## config.mk

```make
export PLATFORM = sky130hd
export DESIGN_NAME = circular_queue_fifo_flat
export DESIGN_NICKNAME = d
export VERILOG_FILES = /design/src/rtl/cqf_pkg.sv /design/src/rtl/cqf_req_if.sv /design/src/rtl/cqf_rsp_if.sv /design/src/rtl/cqf_datapath.sv /design/src/rtl/cqf_ctrl.sv /design/src/rtl/circular_queue_fifo.sv /design/src/flat_wrapper.sv
export SDC_FILE = /design/constraint.sdc
export NUM_CORES = 1
export LEC_CHECK = 0
export BUFFER_PORTS_ARGS = -buffer_cell sky130_fd_sc_hd__buf_4
export CORE_AREA = 5 5 150 295
export DETAILED_ROUTE_END_ITERATION = 6
export DIE_AREA = 0 0 155 300
export HOLD_SLACK_MARGIN = 0.12
export PLACE_DENSITY = 0.66
export SLEW_MARGIN = 20
export SYNTH_ARGS = -nofsm -noshare
export SYNTH_HDL_FRONTEND = slang
export SYNTH_HIERARCHICAL = 1
export SYNTH_SLANG_ARGS = --single-unit
```

## constraint.sdc

```tcl
create_clock -name clk -period 5.8 [get_ports clk]
set_input_delay 0.29 -clock clk [delete_from_list [all_inputs] [get_ports clk]]
set_output_delay 0.29 -clock clk [all_outputs]
set_load 0.005 [all_outputs]
```

## src/rtl/cqf_pkg.sv

```systemverilog
package cqf_pkg;

    // field widths fixed by the request and result formats
    localparam int DATA_W   = 32;
    localparam int KIND_W   = 2;
    localparam int STATUS_W = 2;
    localparam int CAP_W    = 4;

    // sizing
    localparam int DEPTH_DEFAULT  = 8;
    localparam int CAPACITY_RESET = 5;
    localparam int MAX_SHOW       = 8;
    localparam int SHOW_W         = $clog2(MAX_SHOW);

    // request kinds
    localparam logic [KIND_W-1:0] KIND_ENQ  = 2'd0;
    localparam logic [KIND_W-1:0] KIND_DEQ  = 2'd1;
    localparam logic [KIND_W-1:0] KIND_SHOW = 2'd2;
    localparam logic [KIND_W-1:0] KIND_NONE = 2'd3;

    // result status codes
    localparam logic [STATUS_W-1:0] STATUS_OK    = 2'd0;
    localparam logic [STATUS_W-1:0] STATUS_FULL  = 2'd1;
    localparam logic [STATUS_W-1:0] STATUS_EMPTY = 2'd2;

    // controller to datapath commands
    typedef struct packed {
        logic                take;
        logic                enq;
        logic                deq;
        logic                show_start;
        logic                show_step;
        logic                front_capture;
        logic                out_reply;
        logic                out_show;
        logic [STATUS_W-1:0] code;
    } cmd_t;

    // datapath to controller status
    typedef struct packed {
        logic empty;
        logic full;
        logic single;
        logic show_last;
        logic out_free;
    } stat_t;

endpackage

```

## src/rtl/cqf_req_if.sv

```systemverilog
interface cqf_req_if;
    logic                              valid;
    logic                              ready;
    logic [cqf_pkg::KIND_W-1:0]        kind;
    logic signed [cqf_pkg::DATA_W-1:0] value;

    modport source (output valid, kind, value, input ready);
    modport sink   (input valid, kind, value, output ready);
endinterface

```

## src/rtl/cqf_rsp_if.sv

```systemverilog
interface cqf_rsp_if;
    logic                              valid;
    logic                              ready;
    logic [cqf_pkg::STATUS_W-1:0]      status;
    logic                              is_empty;
    logic                              is_full;
    logic signed [cqf_pkg::DATA_W-1:0] front_value;
    logic signed [cqf_pkg::DATA_W-1:0] shown_value;
    logic                              last;

    modport source (output valid, status, is_empty, is_full, front_value, shown_value, last,
                    input ready);
    modport sink   (input valid, status, is_empty, is_full, front_value, shown_value, last,
                    output ready);
endinterface

```

## src/rtl/cqf_datapath.sv

```systemverilog
module cqf_datapath #(
    parameter int DEPTH = cqf_pkg::DEPTH_DEFAULT
) (
    input  logic                              clk,
    input  logic                              rst_n,
    input  logic                              cfg_wr_en,
    input  logic [cqf_pkg::CAP_W-1:0]         cfg_wr_data,
    input  logic signed [cqf_pkg::DATA_W-1:0] req_value,
    input  cqf_pkg::cmd_t                     cmd,
    output cqf_pkg::stat_t                    stat,
    cqf_rsp_if.source                         rsp
);

    localparam int IW      = $clog2(DEPTH);
    localparam int CW      = $clog2(DEPTH + 1);
    localparam int XW      = (CW > cqf_pkg::CAP_W) ? CW : cqf_pkg::CAP_W;
    localparam int CAP_RST = (cqf_pkg::CAPACITY_RESET > DEPTH) ? DEPTH
                                                               : cqf_pkg::CAPACITY_RESET;

    // slot storage and registered read
    logic signed [cqf_pkg::DATA_W-1:0] mem [DEPTH];
    logic signed [cqf_pkg::DATA_W-1:0] rd_data_reg;
    logic signed [cqf_pkg::DATA_W-1:0] front_reg;
    logic signed [cqf_pkg::DATA_W-1:0] value_reg;

    // indices and capacity
    logic [IW-1:0]              head_reg;
    logic [IW-1:0]              tail_reg;
    logic [IW-1:0]              cur_reg;
    logic [cqf_pkg::SHOW_W-1:0] show_cnt_reg;
    logic                       empty_reg;
    logic [CW-1:0]              cap_reg;

    // output register
    logic                                out_valid_reg;
    logic [cqf_pkg::STATUS_W-1:0]        out_status_reg;
    logic                                out_empty_reg;
    logic                                out_full_reg;
    logic signed [cqf_pkg::DATA_W-1:0]   out_front_reg;
    logic signed [cqf_pkg::DATA_W-1:0]   out_shown_reg;
    logic                                out_last_reg;

    logic [IW-1:0] head_nxt;
    logic [IW-1:0] tail_nxt;
    logic [IW-1:0] cur_nxt;
    logic [IW-1:0] enq_addr;
    logic [IW-1:0] rd_addr;
    logic          rd_en;
    logic          full;
    logic          single;
    logic          show_last;
    logic          out_load;
    logic [XW-1:0] cap_x;
    logic [CW-1:0] cap_wr;

    // increment with wrap at the capacity in use
    function automatic logic [IW-1:0] wrap_inc(input logic [IW-1:0] i,
                                               input logic [CW-1:0] cap);
        logic [IW:0] n;
        n = {1'b0, i} + (IW+1)'(1);
        wrap_inc = (n >= (IW+1)'(cap)) ? '0 : n[IW-1:0];
    endfunction

    assign head_nxt = wrap_inc(head_reg, cap_reg);
    assign tail_nxt = wrap_inc(tail_reg, cap_reg);
    assign cur_nxt  = wrap_inc(cur_reg, cap_reg);

    // capacity clamp: zero acts as one, above depth acts as depth
    assign cap_x  = XW'(cfg_wr_data);
    assign cap_wr = (cap_x == '0)          ? CW'(1) :
                    (cap_x > XW'(DEPTH))   ? CW'(DEPTH) : CW'(cap_x);

    // queue status
    assign full      = !empty_reg && (tail_nxt == head_reg);
    assign single    = (head_reg == tail_reg);
    assign show_last = (cur_reg == tail_reg) ||
                       (show_cnt_reg == cqf_pkg::SHOW_W'(cqf_pkg::MAX_SHOW - 1));
    assign out_load  = cmd.out_reply || cmd.out_show;

    assign stat.empty     = empty_reg;
    assign stat.full      = full;
    assign stat.single    = single;
    assign stat.show_last = show_last;
    assign stat.out_free  = !out_valid_reg || rsp.ready;

    assign enq_addr = empty_reg ? head_reg : tail_nxt;
    assign rd_en    = (cmd.deq && !single) || cmd.show_start || cmd.show_step;
    assign rd_addr  = cmd.show_step  ? cur_nxt  :
                      cmd.show_start ? head_reg : head_nxt;

    // index and capacity registers
    always_ff @(posedge clk or negedge rst_n)
    begin
        if (!rst_n)
        begin
            head_reg     <= '0;
            tail_reg     <= '0;
            cur_reg      <= '0;
            show_cnt_reg <= '0;
            empty_reg    <= 1'b1;
            cap_reg      <= CW'(CAP_RST);
        end
        else if (cfg_wr_en)
        begin
            head_reg  <= '0;
            tail_reg  <= '0;
            empty_reg <= 1'b1;
            cap_reg   <= cap_wr;
        end
        else
        begin
            if (cmd.enq)
            begin
                tail_reg  <= enq_addr;
                empty_reg <= 1'b0;
            end
            if (cmd.deq)
            begin
                if (single)
                begin
                    head_reg  <= '0;
                    tail_reg  <= '0;
                    empty_reg <= 1'b1;
                end
                else
                begin
                    head_reg <= head_nxt;
                end
            end
            if (cmd.show_start)
            begin
                cur_reg      <= head_reg;
                show_cnt_reg <= '0;
            end
            if (cmd.show_step)
            begin
                cur_reg      <= cur_nxt;
                show_cnt_reg <= show_cnt_reg + cqf_pkg::SHOW_W'(1);
            end
        end
    end

    // slot memory
    always_ff @(posedge clk)
    begin
        if (cmd.enq)
            mem[enq_addr] <= value_reg;
        if (rd_en)
            rd_data_reg <= mem[rd_addr];
    end

    // request value and front copy
    always_ff @(posedge clk)
    begin
        if (cmd.take)
            value_reg <= req_value;
        if (cmd.enq && empty_reg)
            front_reg <= value_reg;
        else if (cmd.front_capture)
            front_reg <= rd_data_reg;
    end

    // output register valid
    always_ff @(posedge clk or negedge rst_n)
    begin
        if (!rst_n)
            out_valid_reg <= 1'b0;
        else if (out_load)
            out_valid_reg <= 1'b1;
        else if (rsp.ready)
            out_valid_reg <= 1'b0;
    end

    // output register payload
    always_ff @(posedge clk)
    begin
        if (out_load)
        begin
            out_status_reg <= cmd.out_show ? cqf_pkg::STATUS_OK : cmd.code;
            out_empty_reg  <= empty_reg;
            out_full_reg   <= full;
            out_front_reg  <= empty_reg ? '0 : front_reg;
            out_shown_reg  <= cmd.out_show ? rd_data_reg : '0;
            out_last_reg   <= cmd.out_show ? show_last : 1'b1;
        end
    end

    assign rsp.valid       = out_valid_reg;
    assign rsp.status      = out_status_reg;
    assign rsp.is_empty    = out_empty_reg;
    assign rsp.is_full     = out_full_reg;
    assign rsp.front_value = out_front_reg;
    assign rsp.shown_value = out_shown_reg;
    assign rsp.last        = out_last_reg;

    // checks
    a_enq_not_full: assert property (@(posedge clk) disable iff (!rst_n)
        cmd.enq |-> !full)
        else $error("enqueue issued on a full queue");

    a_deq_fetch_front: assert property (@(posedge clk) disable iff (!rst_n)
        (cmd.deq && !single) |=> cmd.front_capture)
        else $error("new front not captured after dequeue");

    a_idx_in_range: assert property (@(posedge clk) disable iff (!rst_n)
        ({1'b0, head_reg} < (IW+1)'(cap_reg)) && ({1'b0, tail_reg} < (IW+1)'(cap_reg)))
        else $error("queue index beyond capacity in use");

    a_load_when_free: assert property (@(posedge clk) disable iff (!rst_n)
        (rsp.valid && !rsp.ready) |=> ($stable(rsp.last) && rsp.valid))
        else $error("pending result overwritten while stalled");

endmodule

```

## src/rtl/cqf_ctrl.sv

```systemverilog
module cqf_ctrl (
    input  logic           clk,
    input  logic           rst_n,
    cqf_req_if.sink        req,
    input  cqf_pkg::stat_t stat,
    output cqf_pkg::cmd_t  cmd
);

    localparam logic [2:0] ST_IDLE  = 3'd0;
    localparam logic [2:0] ST_EXEC  = 3'd1;
    localparam logic [2:0] ST_FETCH = 3'd2;
    localparam logic [2:0] ST_REPLY = 3'd3;
    localparam logic [2:0] ST_SHOW  = 3'd4;

    logic [2:0]                   state_reg;
    logic [2:0]                   state_next;
    logic [cqf_pkg::KIND_W-1:0]   kind_reg;
    logic [cqf_pkg::KIND_W-1:0]   kind_next;
    logic [cqf_pkg::STATUS_W-1:0] code_reg;
    logic [cqf_pkg::STATUS_W-1:0] code_next;

    assign req.ready = (state_reg == ST_IDLE);

    // sequencing of one request
    always_comb
    begin
        state_next = state_reg;
        kind_next  = kind_reg;
        code_next  = code_reg;
        cmd        = '0;
        cmd.code   = code_reg;
        case (state_reg)
            ST_IDLE:
            begin
                if (req.valid)
                begin
                    cmd.take   = 1'b1;
                    kind_next  = req.kind;
                    state_next = ST_EXEC;
                end
            end
            ST_EXEC:
            begin
                case (kind_reg)
                    cqf_pkg::KIND_ENQ:
                    begin
                        state_next = ST_REPLY;
                        if (stat.full)
                            code_next = cqf_pkg::STATUS_FULL;
                        else
                        begin
                            cmd.enq   = 1'b1;
                            code_next = cqf_pkg::STATUS_OK;
                        end
                    end
                    cqf_pkg::KIND_DEQ:
                    begin
                        if (stat.empty)
                        begin
                            code_next  = cqf_pkg::STATUS_EMPTY;
                            state_next = ST_REPLY;
                        end
                        else
                        begin
                            cmd.deq    = 1'b1;
                            code_next  = cqf_pkg::STATUS_OK;
                            state_next = stat.single ? ST_REPLY : ST_FETCH;
                        end
                    end
                    cqf_pkg::KIND_SHOW:
                    begin
                        if (stat.empty)
                        begin
                            code_next  = cqf_pkg::STATUS_EMPTY;
                            state_next = ST_REPLY;
                        end
                        else
                        begin
                            cmd.show_start = 1'b1;
                            state_next     = ST_SHOW;
                        end
                    end
                    default:
                    begin
                        state_next = ST_IDLE;
                    end
                endcase
            end
            ST_FETCH:
            begin
                cmd.front_capture = 1'b1;
                state_next        = ST_REPLY;
            end
            ST_REPLY:
            begin
                if (stat.out_free)
                begin
                    cmd.out_reply = 1'b1;
                    state_next    = ST_IDLE;
                end
            end
            ST_SHOW:
            begin
                if (stat.out_free)
                begin
                    cmd.out_show = 1'b1;
                    if (stat.show_last)
                        state_next = ST_IDLE;
                    else
                        cmd.show_step = 1'b1;
                end
            end
            default:
            begin
                state_next = ST_IDLE;
            end
        endcase
    end

    // state registers
    always_ff @(posedge clk or negedge rst_n)
    begin
        if (!rst_n)
        begin
            state_reg <= ST_IDLE;
            kind_reg  <= cqf_pkg::KIND_NONE;
            code_reg  <= cqf_pkg::STATUS_OK;
        end
        else
        begin
            state_reg <= state_next;
            kind_reg  <= kind_next;
            code_reg  <= code_next;
        end
    end

endmodule

```

## src/rtl/circular_queue_fifo.sv

```systemverilog
// Circular queue of signed 32-bit values with a run-time capacity.
// Channels: req (sink) takes one request per handshake: kind enqueue,
// dequeue or display, plus the value to enqueue. rsp (source) gives result
// items with status, empty and full flags, front value, shown value and a
// last mark on the final result of each request. Kind 3 gives no result.
// cfg_wr_en/cfg_wr_data set the capacity (zero acts as one, above DEPTH acts
// as DEPTH) and empty the queue; write only while the block is idle.
// Sequence: a request is taken in IDLE and carried out in EXEC; an enqueue
// or a rejected request then loads its result in REPLY and the controller
// goes back to IDLE for the next request; a dequeue that leaves elements
// passes through FETCH first to read the new front from the slot memory.
// A display passes EXEC, then emits one result per cycle in SHOW while the
// output register is free, at the pace of the slot memory's one read port.
// Reset empties the queue and sets the capacity to 5 (or DEPTH if smaller);
// slot contents are left as they are.
// Results wait in an output register while rsp.ready is low; the controller
// holds its sequence until that register is free.
module circular_queue_fifo #(
    parameter int DEPTH = cqf_pkg::DEPTH_DEFAULT
) (
    input  logic                      clk,
    input  logic                      rst_n,
    input  logic                      cfg_wr_en,
    input  logic [cqf_pkg::CAP_W-1:0] cfg_wr_data,
    cqf_req_if.sink                   req,
    cqf_rsp_if.source                 rsp
);

    cqf_pkg::cmd_t  cmd;
    cqf_pkg::stat_t stat;

    // request sequencer
    cqf_ctrl u_ctrl (
        .clk   (clk),
        .rst_n (rst_n),
        .req   (req),
        .stat  (stat),
        .cmd   (cmd)
    );

    // indices, slot memory and output register
    cqf_datapath #(
        .DEPTH (DEPTH)
    ) u_datapath (
        .clk         (clk),
        .rst_n       (rst_n),
        .cfg_wr_en   (cfg_wr_en),
        .cfg_wr_data (cfg_wr_data),
        .req_value   (req.value),
        .cmd         (cmd),
        .stat        (stat),
        .rsp         (rsp)
    );

endmodule
```

## src/flat_wrapper.sv

```systemverilog
// flat-port wrapper written by rule: the top's interface ports become plain ports
module circular_queue_fifo_flat 
#(
    parameter int DEPTH = cqf_pkg::DEPTH_DEFAULT
)
  (clk, rst_n, cfg_wr_en, cfg_wr_data, req_valid, req_kind, req_value, req_ready, rsp_valid, rsp_status, rsp_is_empty, rsp_is_full, rsp_front_value, rsp_shown_value, rsp_last, rsp_ready);
  cqf_req_if req_i ();
  cqf_rsp_if rsp_i ();
  input  logic clk;
  input  logic rst_n;
  input  logic cfg_wr_en;
  input  logic [cqf_pkg::CAP_W-1:0] cfg_wr_data;
  input wire logic [$bits(req_i.valid)-1:0] req_valid;
  input wire logic [$bits(req_i.kind)-1:0] req_kind;
  input wire logic [$bits(req_i.value)-1:0] req_value;
  output wire logic [$bits(req_i.ready)-1:0] req_ready;
  output wire logic [$bits(rsp_i.valid)-1:0] rsp_valid;
  output wire logic [$bits(rsp_i.status)-1:0] rsp_status;
  output wire logic [$bits(rsp_i.is_empty)-1:0] rsp_is_empty;
  output wire logic [$bits(rsp_i.is_full)-1:0] rsp_is_full;
  output wire logic [$bits(rsp_i.front_value)-1:0] rsp_front_value;
  output wire logic [$bits(rsp_i.shown_value)-1:0] rsp_shown_value;
  output wire logic [$bits(rsp_i.last)-1:0] rsp_last;
  input wire logic [$bits(rsp_i.ready)-1:0] rsp_ready;
  assign req_i.valid = req_valid;
  assign req_i.kind = req_kind;
  assign req_i.value = req_value;
  assign req_ready = req_i.ready;
  assign rsp_valid = rsp_i.valid;
  assign rsp_status = rsp_i.status;
  assign rsp_is_empty = rsp_i.is_empty;
  assign rsp_is_full = rsp_i.is_full;
  assign rsp_front_value = rsp_i.front_value;
  assign rsp_shown_value = rsp_i.shown_value;
  assign rsp_last = rsp_i.last;
  assign rsp_i.ready = rsp_ready;
  circular_queue_fifo #(.DEPTH(DEPTH)) u_core (.clk(clk), .rst_n(rst_n), .cfg_wr_en(cfg_wr_en), .cfg_wr_data(cfg_wr_data), .req(req_i), .rsp(rsp_i));
endmodule
```

==> flow_metrics.py <==
metrics = {
    "clock_tree": {
        "cts_tree": "yes",
        "cts_buffer_depth": 3,
        "cts_resized": 0,
        "clock-root-buffer": "clkbuf_16",
        "h-tree-depth": 2,
        "cts_sinks": 446,
        "clock_latency_ns": 0.55,
        "clk_pin_slew_worst_paths_ns": 0.07,
        "cts_inserted_buffers": 38,
    },
    "yosys": {
        "synth_top_flop_cell": "edfxtp_1",
        "synth_cell_types": 71,
        "syn_nets": 1183,
        "yosysWarningCount": 6,
        "syn_area_per_cell_um2": 16.1,
        "yosysTopAreaCell": "edfxtp_1",
        "ys_seq_elements": 446,
        "syn_area_um2": 18100,
        "async_flop_share_pct": 5.61,
        "synthTopCellsByArea": "edfxtp_1 (70%), and3_1 (4.5%), a211oi_1 (3.6%)",
        "ys_seq_area_share_pct": 73.5,
        "synth_top_area_share_pct": 70.0,
        "synth_edf_count": 421,
        "syn_inst": 1119,
    },
    "power_and_ir_drop": {
        "peakVddDrop_mv": 0.226,
        "p_leak_nw": 7.46,
        "p_per_area_nw_per_um2": 401,
        "power_w": 0.00849,
    },
    "timing": {
        "clock_skew_ns": 0.0321,
        "period_share_pct": 78.3,
        "worst_pin_slew_ns": 1.05,
        "hold_ws_ns": 0.139,
        "fmax_mhz": 220,
        "finalMaxSlewViolations": 0,
        "setup_viol": 0,
        "rsz0062_at_grt": "no",
        "fin_ws_ns": 1.26,
        "hold_viol_final": 0,
        "relSlewSlack_pct": 29.8,
        "fin_crit_ns": 4.54,
    },
    "place": {
        "hpwl_um": 23000,
        "gp_congestion": 0.829,
        "port_buffers": 113,
        "dpl-instance-area_um2": 19500,
        "place_ws_ns": 1.04,
    },
    "grt": {
        "antenna_found_initial": 1,
        "grt_pass1_wl_um": 61700,
        "grt_usage_pct": 17.0,
        "grt_pass1_vias": 10700,
        "grt_max_degree": 129,
        "grt_overflow": 0,
    },
    "setup_path": {
        "end_kind": "flop",
        "r2r_slack_ns": 1.26,
        "cp_max_fo": 32,
        "crit_buf_inv": 3,
        "critPathLaunchType": "flop",
        "r2r-end": "u_core/u_datapath/mem[1][9]",
        "r2r-start": "u_core/u_datapath/tail_reg[0]",
        "r2r_cells": 13,
        "crit_path_max_incr_delay_ns": 0.54,
        "crit_chain": "ha_1 -> xnor2_1 -> inv_1 -> ha_1 -> a21o_1 -> a21o_1 -> o21bai_1 -> and4b_1 -> nor3b_2 -> inv_1 -> o41a_1 -> nor3_2 -> buf_4",
        "slowest_stage": "nor3b_2",
        "cp.arrival_ns": 4.72,
        "critical_path_class": "flop to flop",
        "cp_top_family": "compound AO/OA/AOI/OAI gates",
        "required_ns": 5.97,
    },
    "cells_and_area": {
        "top_register": "u_core/u_datapath/mem",
        "layout_commonest_cell": "edfxtp_1",
        "layout_common_cells": "edfxtp_1 (421), buf_4 (133), and3_1 (131)",
        "nets": 1321,
        "synthToLayoutAreaGrowth_pct": 17.3,
        "drive_gt1_share_pct": 21.5,
        "largest_reg_flops": 256,
        "finish.utilization_pct": 50.7,
        "final_area_um2": 21200,
    },
    "floorplanning": {
        "initial_utilization_pct": 43.2,
        "core_um2": 41800,
        "num_rows": 106,
        "ioPinCount": 114,
        "dieArea_um2": 46500,
        "die_x_um": 155,
        "die_y_um": 300,
    },
    "flow_run": {
        "drv_cap": 0,
    },
    "routing": {
        "drt-pass1-iter-count": 5,
        "first_iter_violations": 570,
        "wl_per_cell_um": 21.9,
        "via_per_inst": 5.59,
        "drc": 0,
        "num_vias": 10200,
        "ant_nets": 0,
        "wl_um": 39900,
    },
    "worst_hold_path": {
        "hold_end": "u_core/u_datapath/cap_reg[0]",
        "min_from": "cfg_wr_data[0]",
        "hold_path_depth": 4,
        "hp-class": "primary input to flop",
    },
    "outcome": {
        "outcome": "complete, no violations",
    },
}
-- stage by stage --
| stage | setup TNS (ns) | std cells |
|---|---|---|
| CTS | 0 | 1824 |
| finish | 0 | 1825 |
| global route | 0 | 1824 |
| floorplan | -1.46 | 1119 |
| detailed placement | 0 | 1713 |
| global placement | 0 | 1713 |
-- cell usage after synthesis (7+ instances only) --
cell       instances
nor4_1            33
nor2_1            18
edfxtp_1         421
mux2_2            34
ha_1              21
a21o_1             7
dfrtp_1           20
a211oi_2          13
nor3_1            11
a21oi_1           11
clkbuf_1          34
nand2b_1           7
nand2_1           17
nor2b_1           40
buf_2             21
a2111oi_1         14
buf_6             12
buf_4             13
and3_1           131
and2_1            33
o21ai_0           11
a211oi_1          86
a2111oi_0         19
inv_1             12
-- worst max-delay path by stage --
stage	from	endpoint	cells after the start
after floorplan	u_core/u_datapath/tail_reg[1]	u_core/u_datapath/mem[5][0]	15
after global placement	u_core/u_datapath/tail_reg[0]	u_core/u_datapath/mem[1][9]	13
after detailed placement	u_core/u_datapath/tail_reg[0]	u_core/u_datapath/mem[1][15]	13
after CTS	u_core/u_datapath/tail_reg[0]	u_core/u_datapath/mem[1][9]	13
after global routing	u_core/u_datapath/tail_reg[0]	u_core/u_datapath/mem[1][10]	13
final	u_core/u_datapath/tail_reg[0]	u_core/u_datapath/mem[1][9]	13
-- per-layer routing --
metal  vias up  track usage [%]  share of wire [%]
li1       4711                -                  -
met1      5164             20.0                 39
met2       247             30.9                 53
met3        79             2.49                4.2
met4         0             6.84                3.5
met5         -                0                  0
-- final cells by class --
cell class                      count  area (um^2)
Sequential cell                   446        13300
Clock inverter                     20          289
Tap cell                          540          676
Fill cell                        3445        20600
Clock buffer                       47          995
Antenna cell                        1         2.50
Multi-Input combinational cell    577         4370
Inverter                           12         45.0
Timing Repair Buffer              182         1540
-- cells by family (layout without fill, tap and decap cells) --
| group | after synthesis | after routing | synth area share [%] |
|---|---|---|---|
| AOI/OAI and AO/OA | 193 | 193 | 8.76 |
| and+or+nand+nor | 319 | 319 | 10.8 |
| muxes | 35 | 35 | 2.18 |
| DFF | 446 | 446 | 73.5 |
| adders and majority gates | 21 | 21 | 1.45 |
| xor gates and xnor gates | 9 | 9 | 0.436 |
| other | 0 | 1 | 0 |
| buffers and inverters | 96 | 261 | 2.92 |
-- power breakdown --
part	internal [W]	total, W	switching (W)
combinational	0.000589	0.00145	0.000856
sequential	0.00416	0.00441	0.000246
clock	0.00150	0.00264	0.00114
total	0.00625	0.00849	0.00224
-- what timing repair did --
action	4_1_cts	5_1_grt
setup buffers	0	0
endpoints found under the setup margin	0	0
hold endpoints to repair	66	0
hold buffers	44	0
-- worst reg2reg max path, cell delays in order (launching register included) --
cell      delay [ns]
dfrtp_1         0.51
ha_1            0.28
xnor2_1         0.32
inv_1           0.09
ha_1            0.28
a21o_1          0.16
a21o_1          0.28
o21bai_1        0.17
and4b_1         0.24
nor3b_2         0.54
inv_1           0.14
o41a_1          0.50
nor3_2          0.19
buf_4           0.49
(Power assumes the default switching activity.)
